### src/rtl/aml_s5_pkg.sv
`timescale 1ns / 1ps
// Shared types and constants for the S5 sleep-type scanner.
// No dependencies; used by every module of the block.
package aml_s5_pkg;

  localparam int WinDepth = 18;
  localparam int CntW     = $clog2(WinDepth + 1);

  // Name and package header bytes, first byte in entry 0.
  localparam logic [6:0][7:0] S5_HEAD = {8'h12, 8'h08, 8'h5F, 8'h35, 8'h53, 8'h5F, 8'h5C};

  localparam logic [7:0] OP_ZERO = 8'h00;
  localparam logic [7:0] OP_ONE  = 8'h01;
  localparam logic [7:0] OP_BYTE = 8'h0A;
  localparam logic [7:0] OP_WORD = 8'h0B;
  localparam logic [7:0] MIN_ELEMENTS = 8'h02;

  typedef logic [WinDepth-1:0][7:0] win_t;

  // One window position handed to the decoder, with the bytes left in the table.
  typedef struct packed {
    logic            valid;
    win_t            win;
    logic [CntW-1:0] avail;
  } cap_t;

endpackage

### src/rtl/aml_s5_win.sv
`timescale 1ns / 1ps
// Byte window and sequencing: fills the window, hands each start position
// to the decoder and flushes after the last byte. Depends on aml_s5_pkg.
module aml_s5_win
  import aml_s5_pkg::*;
(
  input  logic       clk_i,
  input  logic       rst_ni,
  input  logic       in_valid_i,
  output logic       in_ready_o,
  input  logic [7:0] in_byte_i,
  input  logic       in_last_i,
  output cap_t       cap_o,
  output logic       emit_req_o,
  input  logic       emit_go_i
);

  typedef enum logic [1:0] {
    ST_RUN,
    ST_FLUSH,
    ST_EMIT
  } state_e;

  state_e          state_q, state_d;
  win_t            win_q, win_d, win_wr;
  logic [CntW-1:0] fill_q, fill_d;
  logic            accept;

  assign in_ready_o = (state_q == ST_RUN);
  assign emit_req_o = (state_q == ST_EMIT);
  assign accept     = in_valid_i && in_ready_o;

  function automatic win_t shift_win(win_t w);
    win_t r;
    r = '0;
    for (int i = 0; i < WinDepth - 1; i++) begin
      r[i] = w[i+1];
    end
    return r;
  endfunction

  always_comb begin
    win_wr         = win_q;
    win_wr[fill_q] = in_byte_i;
    win_d          = win_q;
    fill_d         = fill_q;
    state_d        = state_q;
    cap_o          = '0;
    unique case (state_q)
      ST_RUN: begin
        if (accept) begin
          if (fill_q == CntW'(WinDepth - 1)) begin
            cap_o.valid = 1'b1;
            cap_o.win   = win_wr;
            cap_o.avail = CntW'(WinDepth);
            win_d       = shift_win(win_wr);
          end else begin
            win_d  = win_wr;
            fill_d = fill_q + CntW'(1);
          end
          if (in_last_i) begin
            state_d = ST_FLUSH;
          end
        end
      end
      ST_FLUSH: begin
        if (fill_q != '0) begin
          cap_o.valid = 1'b1;
          cap_o.win   = win_q;
          cap_o.avail = fill_q;
          win_d       = shift_win(win_q);
          fill_d      = fill_q - CntW'(1);
        end else begin
          state_d = ST_EMIT;
        end
      end
      ST_EMIT: begin
        if (emit_go_i) begin
          state_d = ST_RUN;
        end
      end
      default: state_d = ST_RUN;
    endcase
  end

  always_ff @(posedge clk_i or negedge rst_ni) begin
    if (!rst_ni) begin
      state_q <= ST_RUN;
      fill_q  <= '0;
    end else begin
      state_q <= state_d;
      fill_q  <= fill_d;
    end
  end

  always_ff @(posedge clk_i) begin
    win_q <= win_d;
  end

endmodule

### src/rtl/aml_s5_match.sv
`timescale 1ns / 1ps
// Record decoder: registers one window position, tests it for the sleep
// package and holds the first hit. Depends on aml_s5_pkg.
module aml_s5_match
  import aml_s5_pkg::*;
(
  input  logic        clk_i,
  input  logic        rst_ni,
  input  cap_t        cap_i,
  input  logic        clear_i,
  output logic        found_o,
  output logic [15:0] type_a_o,
  output logic [15:0] type_b_o
);

  typedef struct packed {
    logic            ok;
    logic [15:0]     val;
    logic [CntW-1:0] next;
  } dec_t;

  cap_t            ev_q;
  logic            seen_q;
  logic [15:0]     held_a_q, held_b_q;
  logic            hit;
  logic [CntW-1:0] cnt_pos;
  dec_t            dec_a, dec_b;

  function automatic dec_t take_int(win_t w, logic [CntW-1:0] p, logic [CntW-1:0] n);
    dec_t r;
    r = '0;
    if (p < n) begin
      unique case (w[p])
        OP_BYTE: begin
          r.ok   = (p + CntW'(1)) < n;
          r.val  = {8'h00, w[p + CntW'(1)]};
          r.next = p + CntW'(2);
        end
        OP_WORD: begin
          r.ok   = (p + CntW'(2)) < n;
          r.val  = {w[p + CntW'(2)], w[p + CntW'(1)]};
          r.next = p + CntW'(3);
        end
        OP_ZERO: begin
          r.ok   = 1'b1;
          r.val  = 16'd0;
          r.next = p + CntW'(1);
        end
        OP_ONE: begin
          r.ok   = 1'b1;
          r.val  = 16'd1;
          r.next = p + CntW'(1);
        end
        default: r.ok = 1'b0;
      endcase
    end
    return r;
  endfunction

  always_comb begin
    cnt_pos = CntW'(8) + CntW'(ev_q.win[7][5:4]);
    dec_a   = take_int(ev_q.win, cnt_pos + CntW'(1), ev_q.avail);
    dec_b   = take_int(ev_q.win, dec_a.next, ev_q.avail);
    hit     = ev_q.valid && !seen_q
              && (ev_q.avail >= CntW'(8))
              && (ev_q.win[6:0] == S5_HEAD)
              && (cnt_pos < ev_q.avail)
              && (ev_q.win[cnt_pos] >= MIN_ELEMENTS)
              && dec_a.ok && dec_b.ok;
  end

  always_ff @(posedge clk_i or negedge rst_ni) begin
    if (!rst_ni) begin
      ev_q     <= '0;
      seen_q   <= 1'b0;
      held_a_q <= '0;
      held_b_q <= '0;
    end else begin
      ev_q <= cap_i;
      if (clear_i) begin
        seen_q   <= 1'b0;
        held_a_q <= '0;
        held_b_q <= '0;
      end else if (hit) begin
        seen_q   <= 1'b1;
        held_a_q <= dec_a.val;
        held_b_q <= dec_b.val;
      end
    end
  end

  assign found_o  = seen_q;
  assign type_a_o = held_a_q;
  assign type_b_o = held_b_q;

  property p_seen_sticky;
    @(posedge clk_i) disable iff (!rst_ni)
      (seen_q && !clear_i) |=> (seen_q && $stable(held_a_q) && $stable(held_b_q));
  endproperty
  a_seen_sticky: assert property (p_seen_sticky)
    else $error("held sleep types changed after the first match");

  property p_no_eval_on_clear;
    @(posedge clk_i) disable iff (!rst_ni)
      clear_i |-> !ev_q.valid;
  endproperty
  a_no_eval_on_clear: assert property (p_no_eval_on_clear)
    else $error("window position still in decode when the result was taken");

endmodule

### src/rtl/aml_s5_sleep_type_scanner.sv
`timescale 1ns / 1ps
// Top level of the S5 sleep-type scanner: stream ports and result register.
// Depends on aml_s5_pkg, aml_s5_win and aml_s5_match.
//
// Table bytes are taken one per cycle. Each start position is decoded in the
// cycle after the byte that completes its 18-byte window arrives. After the
// request marked tlast, input is held off while the window is flushed, one
// position per cycle, for min(table length, 17) positions, after which the
// single result enters the output register and input resumes once the
// result register has room. The result carries the found flag in tuser and
// both sleep types in tdata, zero when nothing was found.
module aml_s5_sleep_type_scanner
  import aml_s5_pkg::*;
(
  input  logic        clk_i,
  input  logic        rst_ni,
  input  logic        s_axis_tvalid_i,
  output logic        s_axis_tready_o,
  input  logic [7:0]  s_axis_tdata_i,  // [7:0] table_byte
  input  logic        s_axis_tlast_i,  // last_byte
  output logic        m_axis_tvalid_o,
  input  logic        m_axis_tready_i,
  output logic [31:0] m_axis_tdata_o,  // [15:0] sleep_type_a, [31:16] sleep_type_b
  output logic [0:0]  m_axis_tuser_o   // [0] found
);

  cap_t        cap;
  logic        emit_req, emit_go;
  logic        found;
  logic [15:0] type_a, type_b;
  logic        m_valid_q;
  logic        found_q;
  logic [31:0] data_q;

  aml_s5_win u_win (
    .clk_i      (clk_i),
    .rst_ni     (rst_ni),
    .in_valid_i (s_axis_tvalid_i),
    .in_ready_o (s_axis_tready_o),
    .in_byte_i  (s_axis_tdata_i),
    .in_last_i  (s_axis_tlast_i),
    .cap_o      (cap),
    .emit_req_o (emit_req),
    .emit_go_i  (emit_go)
  );

  aml_s5_match u_match (
    .clk_i    (clk_i),
    .rst_ni   (rst_ni),
    .cap_i    (cap),
    .clear_i  (emit_go),
    .found_o  (found),
    .type_a_o (type_a),
    .type_b_o (type_b)
  );

  assign emit_go = emit_req && (!m_valid_q || m_axis_tready_i);

  always_ff @(posedge clk_i or negedge rst_ni) begin
    if (!rst_ni) begin
      m_valid_q <= 1'b0;
    end else if (emit_go) begin
      m_valid_q <= 1'b1;
    end else if (m_axis_tready_i) begin
      m_valid_q <= 1'b0;
    end
  end

  always_ff @(posedge clk_i) begin
    if (emit_go) begin
      found_q <= found;
      data_q  <= found ? {type_b, type_a} : 32'd0;
    end
  end

  assign m_axis_tvalid_o   = m_valid_q;
  assign m_axis_tdata_o    = data_q;
  assign m_axis_tuser_o[0] = found_q;

  property p_emit_loads;
    @(posedge clk_i) disable iff (!rst_ni)
      emit_go |=> m_valid_q;
  endproperty
  a_emit_loads: assert property (p_emit_loads)
    else $error("result taken but output register not loaded");

  property p_zero_when_absent;
    @(posedge clk_i) disable iff (!rst_ni)
      (m_valid_q && !found_q) |-> (data_q == 32'd0);
  endproperty
  a_zero_when_absent: assert property (p_zero_when_absent)
    else $error("sleep types not zero in a result without a match");

  property p_no_input_while_emitting;
    @(posedge clk_i) disable iff (!rst_ni)
      emit_req |-> !s_axis_tready_o && !cap.valid;
  endproperty
  a_no_input_while_emitting: assert property (p_no_input_while_emitting)
    else $error("input or decode activity while the result is pending");

endmodule

### config.mk
export PLATFORM = sky130hd
export DESIGN_NAME = aml_s5_sleep_type_scanner
export DESIGN_NICKNAME = d
export VERILOG_FILES = /design/src/rtl/aml_s5_pkg.sv /design/src/rtl/aml_s5_win.sv /design/src/rtl/aml_s5_match.sv /design/src/rtl/aml_s5_sleep_type_scanner.sv
export SDC_FILE = /design/constraint.sdc
export NUM_CORES = 1
export LEC_CHECK = 0
export BUFFER_PORTS_ARGS = -buffer_cell sky130_fd_sc_hd__buf_2
export CAP_MARGIN = 30
export CORE_UTILIZATION = 35
export DETAILED_ROUTE_END_ITERATION = 10
export GPL_TIMING_DRIVEN = 0
export PLACE_DENSITY_LB_ADDON = 0.3
export REMOVE_ABC_BUFFERS = 1
export SYNTH_ARGS = -nofsm -noshare
export SYNTH_HDL_FRONTEND = slang
export SYNTH_HIERARCHICAL = 1
export SYNTH_SLANG_ARGS = --single-unit
### constraint.sdc
create_clock -name clk_i -period 16.74 [get_ports clk_i]
set_clock_uncertainty 0.1 [all_clocks]
set_input_delay 1.674 -clock clk_i [delete_from_list [all_inputs] [get_ports clk_i]]
set_output_delay 1.674 -clock clk_i [all_outputs]
set_load 0.1 [all_outputs]
==> results of run 1 <==
==> sequential cells by signal, indices dropped and copies added, names as in the netlist, 2 cells and up <==
register / flops
u_win/state_q: 2
u_match/ev_q: 150
u_win/win_q: 144
u_match/type_a_o: 16
u_win/fill_q: 5
u_match/type_b_o: 16
m_axis_tdata_o: 32
==> cells in the mapped netlist, types with 6 or more instances <==
cell type    n
mux2i_1    237
dfrtp_1    191
nor2_1     185
edfxtp_1   177
a21oi_1    168
and2_1     153
nand2_1    141
mux4_2      90
clkbuf_1    68
buf_2       64
o21ai_0     55
ha_1        35
and2_2      32
nor3_1      31
nand3_1     30
inv_1       27
nor4_1      20
a211oi_1    15
a22o_1      15
nand4_1     13
nor2b_1     12
o21ai_1     11
o311ai_0    11
a31oi_1     10
and3_1      10
mux2_2      10
o211ai_1    10
o22ai_1     10
xnor2_1     10
buf_1        9
buf_4        9
o2111ai_1    8
o32ai_1      8
nand2b_1     7
o21a_1       7
a311oi_1     6
buf_6        6
o221ai_1     6
o31ai_1      6
or3_1        6
or4_1        6
==> power groups by stage <==
stage | Clock (mW) | Combinational, mW | Sequential [mW]
finish | 0.895 | 3.18 | 2.00
floorplan | 0 | 2.15 | 1.78
detailed placement | 0 | 3.12 | 2.00
CTS | 0.917 | 3.13 | 1.98
global route | 0.951 | 3.39 | 2.04
global placement | 0 | 3.06 | 2.06
==> area by class of cell <==
class                      instances  area [µm²]
antenna                            1        2.50
inverter                          31         121
clock buffer                      61        1160
clock inverter                    17         174
timing repair buffer              82         940
fill                            6213       38100
tap                              846        1060
multi-input combinational       1478       11400
sequential                       368       10100
==> cells by family after synthesis <==
logic type | synth area share [%]
multiplexers | 20.5
buffers and inverters | 3.97
adder cells (fa/ha/maj) | 2.05
flip-flops | 45.2
AND/OR/NAND/NOR | 16.1
XOR/XNOR | 0.588
AO/OA/AOI/OAI | 11.6
==> layer usage <==
metal / share of wire (%) / vias up
met5: 0.019 / -
met2: 44 / 809
met4: 5.5 / 2
li1: - / 7492
met1: 43 / 8618
met3: 7.5 / 196
==> metrics by stage <==
step | setup WS [ns] | std cells | setup TNS (ns) | total power, mW | cell area (µm²)
6_report | 7.46 | 2884 | 0 | 6.08 | 25000
2_1_floorplan | 4.25 | 1877 | 0 | 3.94 | 21600
5_1_grt | 6.84 | 2883 | 0 | 6.38 | 25000
3_5_place_dp | 7.51 | 2804 | 0 | 5.12 | 23600
3_3_place_gp | -2.33 | 2770 | -73.08 | 5.12 | 22900
4_1_cts | 7.51 | 2882 | 0 | 6.03 | 25000
==> path summary, 6_finish.rpt <==
kind | from | endpoint | slack (ns)
setup / recovery | u_match/ev_q[65]$_DFF_PN0_ | u_match/found_o$_DFFE_PN0P_ | 7.46
hold reg to reg | u_win/win_q[7]$_DFFE_PP_ | u_match/ev_q[12]$_DFF_PN0_ | 0.38
max in group asynchronous | rst_ni | u_match/ev_q[65]$_DFF_PN0_ | 14.49
hold / removal | u_win/win_q[7]$_DFFE_PP_ | u_match/ev_q[12]$_DFF_PN0_ | 0.38
setup reg to reg | u_match/ev_q[65]$_DFF_PN0_ | u_match/found_o$_DFFE_PN0P_ | 7.46
min in group asynchronous | rst_ni | u_match/ev_q[137]$_DFF_PN0_ | 1.02
==> results.json, run 1 <==
{
  "drcViolationCount": 0,
  "top_cells_by_area_synth": "edfxtp_1, dfrtp_1, mux2i_1",
  "maxCapViolCount": 0,
  "cp_dominant_cell_by_count": "inv_1",
  "critPathMaxStageDelay_ns": 1.12,
  "critical_path_arrival_ns": 9.65,
  "first_global_vias": 16700,
  "setup_viol": 0,
  "fmaxAchievable_mhz": 108,
  "synth-warning-count": 6,
  "met3_usage_pct": 3.81,
  "drt_pass1_iterations": 6,
  "grt_antenna_before_repair": 1,
  "power.ir.vdd_worst_uv": 103,
  "grtUsageMet2_pct": 37.0,
  "clock_latency_reported_for_the_late_side_of_the_worst_skew_pair_ns": 0.59,
  "synth-seq-area-share_pct": 45.2,
  "p_sw_mw": 2.84,
  "synthCells": 2038,
  "detailedRoute.firstIterationViolations": 1612,
  "maximum_count_of_clock_buffers_along_a_single_path": 3,
  "design.core.area_um2": 63100,
  "post_cts_buffers": 0,
  "setup.worst_path.start_class": "register",
  "worst-path-buf-inv": 6,
  "post-synth-top-area-fraction_pct": 23.8,
  "initial_core_util_pct": 35.4,
  "floorplan.io_pins": 48,
  "most-common-layout-cells": "mux2i_1, dfrtp_1, nor2_1",
  "synthDistinctLibCells": 101,
  "cp_max_fo": 62,
  "nNetsFinal": 2052,
  "cts.reportedPaths.clkPinSlew_ns": 0.06,
  "netlist_area_um2": 22300,
  "route.detailed.wl_per_inst_um": 27.3,
  "viasPerCell": 5.94,
  "grt_max_degree": 101,
  "gr-usage-met1_pct": 34.1,
  "power_frac_comb_pct": 52.3,
  "cts-hold-fix-buffers": 0,
  "gpl.final_weighted_congestion": 0.993,
  "maxSlewViolCount": 0,
  "asyncSetResetFlopFracSynth_pct": 51.9,
  "swShare_pct": 46.7,
  "dieWidth_um": 255,
  "pwr_density_cell_nw_per_um2": 244,
  "grt-busiest-layer": "met2",
  "cts_tree": "yes",
  "ys_seq_elements": 368,
  "whs_ns": 0.376,
  "postRouteWirelength_um": 78900,
  "run_status": "complete, no violations",
  "yosysTopAreaCell": "edfxtp_1",
  "routed-via-count": 17100,
  "post-dp-hpwl_um": 56900,
  "cp.depth": 20,
  "core.rowCount": 92,
  "global_route.overflow_total": 0,
  "min_delay_path_depth": 1,
  "area_growth_pct": 11.9,
  "maxSlewHeadroom_pct": 25.5,
  "io_buffers": 47,
  "timing.critical_path.slowest_stage_cell": "ha_2",
  "cell_internal_pwr_mw": 3.24,
  "timing.final.crit_share_pct": 55.4,
  "critPathKind": "register to register",
  "numClockSinks": 368,
  "floorplan.die.height_um": 255,
  "clock_power_share_pct": 14.7,
  "track_usage_pct": 24.6,
  "total_die_area_um2": 64800,
  "ctsHtreeMaxLevel": 2,
  "setup_repair_after_global_routing_missed_its_margin": "false",
  "postSynth.topFlopCell": "dfrtp_1",
  "static-leakage-power_nw": 9.83,
  "timing.final.crit_period_ns": 9.28,
  "ctsResizeCount": 0,
  "tightest_slew_ns": 1.11,
  "synth-edff-count": 177,
  "sequential_group_share_of_total_power_pct": 32.9,
  "hold_violations": 0,
  "drive_above_1_share_pct": 15.9,
  "crit_chain": "inv_1, ha_2, inv_1, mux2_4, nand4_1, nand3_2, nand2_2, buf_16, clkinv_4, ha_2, ha_1, inv_1, a31oi_1, o21ai_0, a21oi_1, nor2_1, a221oi_2, nor3_4, buf_16, o21a_1",
  "avgSynthCellArea_um2": 11.0,
  "grt_pass1_wl_um": 116000,
  "ff2ff_path_depth": 20,
  "clock_tree.root_cell": "clkbuf_16",
  "detail-route-antenna-nets": 0,
  "path_delay_family": "buffers and inverters",
  "critical_path_required_ns": 17.11,
  "timing.hold.worst.class": "register to register",
  "utilization_pct": 39.6,
  "end_kind": "register",
  "mostFrequentLayoutCell": "mux2i_1",
  "cts-buffers-inserted": 42
}
Power figures use the tool's default switching activity.
==> inputs of run 2 (changes only) <==
==> constraint.sdc (replaced) <==
create_clock -name clk_i -period 9.4 [get_ports clk_i]
set_clock_uncertainty 0.1 [all_clocks]
set_input_delay 0.94 -clock clk_i [delete_from_list [all_inputs] [get_ports clk_i]]
set_output_delay 0.94 -clock clk_i [all_outputs]
set_load 0.1 [all_outputs]
==> results.json, run 2 (synthesized netlist as in run 1, its figures left out) <==
{
  "area_growth_pct": 11.9,
  "critical_path_required_ns": 9.77,
  "io_buffers": 47,
  "setup.worst_path.start_class": "register",
  "clock_tree.root_cell": "clkbuf_16",
  "drcViolationCount": 0,
  "timing.final.crit_share_pct": 93.9,
  "setup_viol": 0,
  "power_frac_comb_pct": 52.4,
  "flip_flop_count_of_the_largest_register_all_copies_and_words_added": 150,
  "clock_power_share_pct": 14.7,
  "ctsResizeCount": 0,
  "cts-buffers-inserted": 42,
  "setup_ws_ns": 0.576,
  "post-place-cells": 2804,
  "dieWidth_um": 255,
  "maxSlewViolCount": 0,
  "cell_internal_pwr_mw": 5.78,
  "global_route.overflow_total": 0,
  "maximum_count_of_clock_buffers_along_a_single_path": 3,
  "postRouteWirelength_um": 78900,
  "post_placement_worst_setup_slack_ns": 0.170,
  "maxCapViolCount": 0,
  "post_cts_buffers": 0,
  "power.ir.vdd_worst_uv": 183,
  "cts_tree": "yes",
  "clock_latency_reported_for_the_late_side_of_the_worst_skew_pair_ns": 0.59,
  "crit_chain": "inv_1, ha_4, ha_1, a21boi_1, o21a_1, o31ai_1, o311a_1, buf_16, nand3_4, inv_1, ha_1, xnor2_1, buf_4, inv_1, ha_1, o21ai_0, a21o_1, a221oi_2, nor3_4, buf_16, o21a_1",
  "p_sw_mw": 5.07,
  "nNetsFinal": 2052,
  "critical_path_arrival_ns": 9.19,
  "ctsHtreeMaxLevel": 2,
  "pwr_density_cell_nw_per_um2": 434,
  "detail-route-antenna-nets": 0,
  "end_kind": "register",
  "grt_pass1_wl_um": 116000,
  "maxSlewHeadroom_pct": 28.3,
  "total_die_area_um2": 64800,
  "crit-reg2reg-capture": "u_match/found_o$_DFFE_PN0P_",
  "path_delay_family": "compound AO/OA/AOI/OAI gates",
  "cts-hold-fix-buffers": 0,
  "worst-path-buf-inv": 6,
  "setup_repair_after_global_routing_missed_its_margin": "false",
  "core.rowCount": 92,
  "initial_core_util_pct": 35.4,
  "timing.final.crit_period_ns": 8.82,
  "cp_max_fo": 32,
  "ff2ff_path_depth": 21,
  "whs_ns": 0.292,
  "first_global_vias": 16700,
  "fin_total_pwr_mw": 10.8,
  "route.detailed.wl_per_inst_um": 27.4,
  "timing.hold.worst.class": "primary input to asynchronous set/reset pin",
  "grt_antenna_before_repair": 1,
  "routed-via-count": 17100,
  "fmaxAchievable_mhz": 113,
  "most-common-layout-cells": "mux2i_1, dfrtp_1, nor2_1",
  "static-leakage-power_nw": 9.83,
  "detailedRoute.firstIterationViolations": 1706,
  "fin_cells": 2884,
  "track_usage_pct": 24.6,
  "finalInstanceArea_um2": 25000,
  "floorplan.die.height_um": 255,
  "hold_violations": 0,
  "regMostFlops": "u_match/ev_q",
  "post-dp-hpwl_um": 56900,
  "floorplan.io_pins": 48,
  "r2r_setup_slack_ns": 0.58,
  "tightest_slew_ns": 1.07,
  "run_status": "complete, no violations",
  "rr_startpoint": "u_match/ev_q[65]$_DFF_PN0_",
  "cts.reportedPaths.clkPinSlew_ns": 0.07,
  "critPathKind": "register to register",
  "swShare_pct": 46.7,
  "drt_pass1_iterations": 5,
  "area_after_dpl_um2": 23600,
  "sequential_group_share_of_total_power_pct": 32.9,
  "viasPerCell": 5.94,
  "critPathMaxStageDelay_ns": 0.86,
  "gpl.final_weighted_congestion": 0.993,
  "grt_max_degree": 101,
  "drive_above_1_share_pct": 15.9,
  "numClockSinks": 368,
  "design.core.area_um2": 63100,
  "timing.critical_path.slowest_stage_cell": "o311a_1",
  "mostFrequentLayoutCell": "mux2i_1"
}
## run 2: changes by cell type in the layout (fill, tap and decap cells not counted)
cell and delta:
ha_2 -1, ha_4 +1
## run 2: worst max-delay path by stage
stage                     cells past startpoint                          endpoint                       start  slack, ns
after floorplan                              18  u_match/type_a_o[12]$_DFFE_PN0P_  u_match/ev_q[65]$_DFF_PN0_      -3.09
after global routing                         20       u_match/found_o$_DFFE_PN0P_  u_match/ev_q[65]$_DFF_PN0_       0.03
final                                        21       u_match/found_o$_DFFE_PN0P_  u_match/ev_q[65]$_DFF_PN0_       0.58
after detailed placement                     20       u_match/found_o$_DFFE_PN0P_  u_match/ev_q[65]$_DFF_PN0_       0.17
after global placement                       18  u_match/type_a_o[14]$_DFFE_PN0P_  u_match/ev_q[65]$_DFF_PN0_      -9.67
after CTS                                    20       u_match/found_o$_DFFE_PN0P_  u_match/ev_q[65]$_DFF_PN0_       0.17
## run 2: power groups by stage
stage               registers (mW)  logic, mW  clock network, mW
global route                  3.62       6.05               1.69
global placement              3.63       5.23                  0
detailed placement            3.56       5.55                  0
CTS                           3.53       5.57               1.63
finish                        3.57       5.68               1.59
floorplan                     3.17       3.84                  0
## run 2: metal layers
metal / track usage (%) / wire length, µm / up-vias
met3: 3.81 / 5770 / 208
met2: 37.0 / 34500 / 803
met1: 34.1 / 34200 / 8617
li1: - / - / 7499
met5: 0 / 15 / -
met4: 12.7 / 4430 / 2
## run 2: worst register-to-register path, cell delays in order, from the launching register on
cell	delay, ns
dfrtp_4	0.67
inv_1	0.45
ha_4	0.80
ha_1	0.35
a21boi_1	0.12
o21a_1	0.18
o31ai_1	0.67
o311a_1	0.86
buf_16	0.24
nand3_4	0.23
inv_1	0.60
ha_1	0.31
xnor2_1	0.17
buf_4	0.26
inv_1	0.78
ha_1	0.32
o21ai_0	0.09
a21o_1	0.17
a221oi_2	0.73
nor3_4	0.20
buf_16	0.25
o21a_1	0.18
## run 2: area by class of cell
cell class | count | area, µm²
Fill cell | 6212 | 38100
Multi-Input combinational cell | 1478 | 11400
Sequential cell | 368 | 10100
Clock buffer | 61 | 1160
Tap cell | 846 | 1060
Timing Repair Buffer | 82 | 940
Clock inverter | 17 | 174
Inverter | 31 | 121
Antenna cell | 1 | 2.50
## run 2: stage by stage
| stage | TNS, ns | utilization [%] |
|---|---|---|
| 6_report | 0 | 39.6 |
| 5_1_grt | 0 | 39.6 |
| 4_1_cts | 0 | 39.6 |
| 3_5_place_dp | 0 | 37.5 |
| 3_3_place_gp | -1154.86 | 36.2 |
| 2_1_floorplan | -287.21 | - |
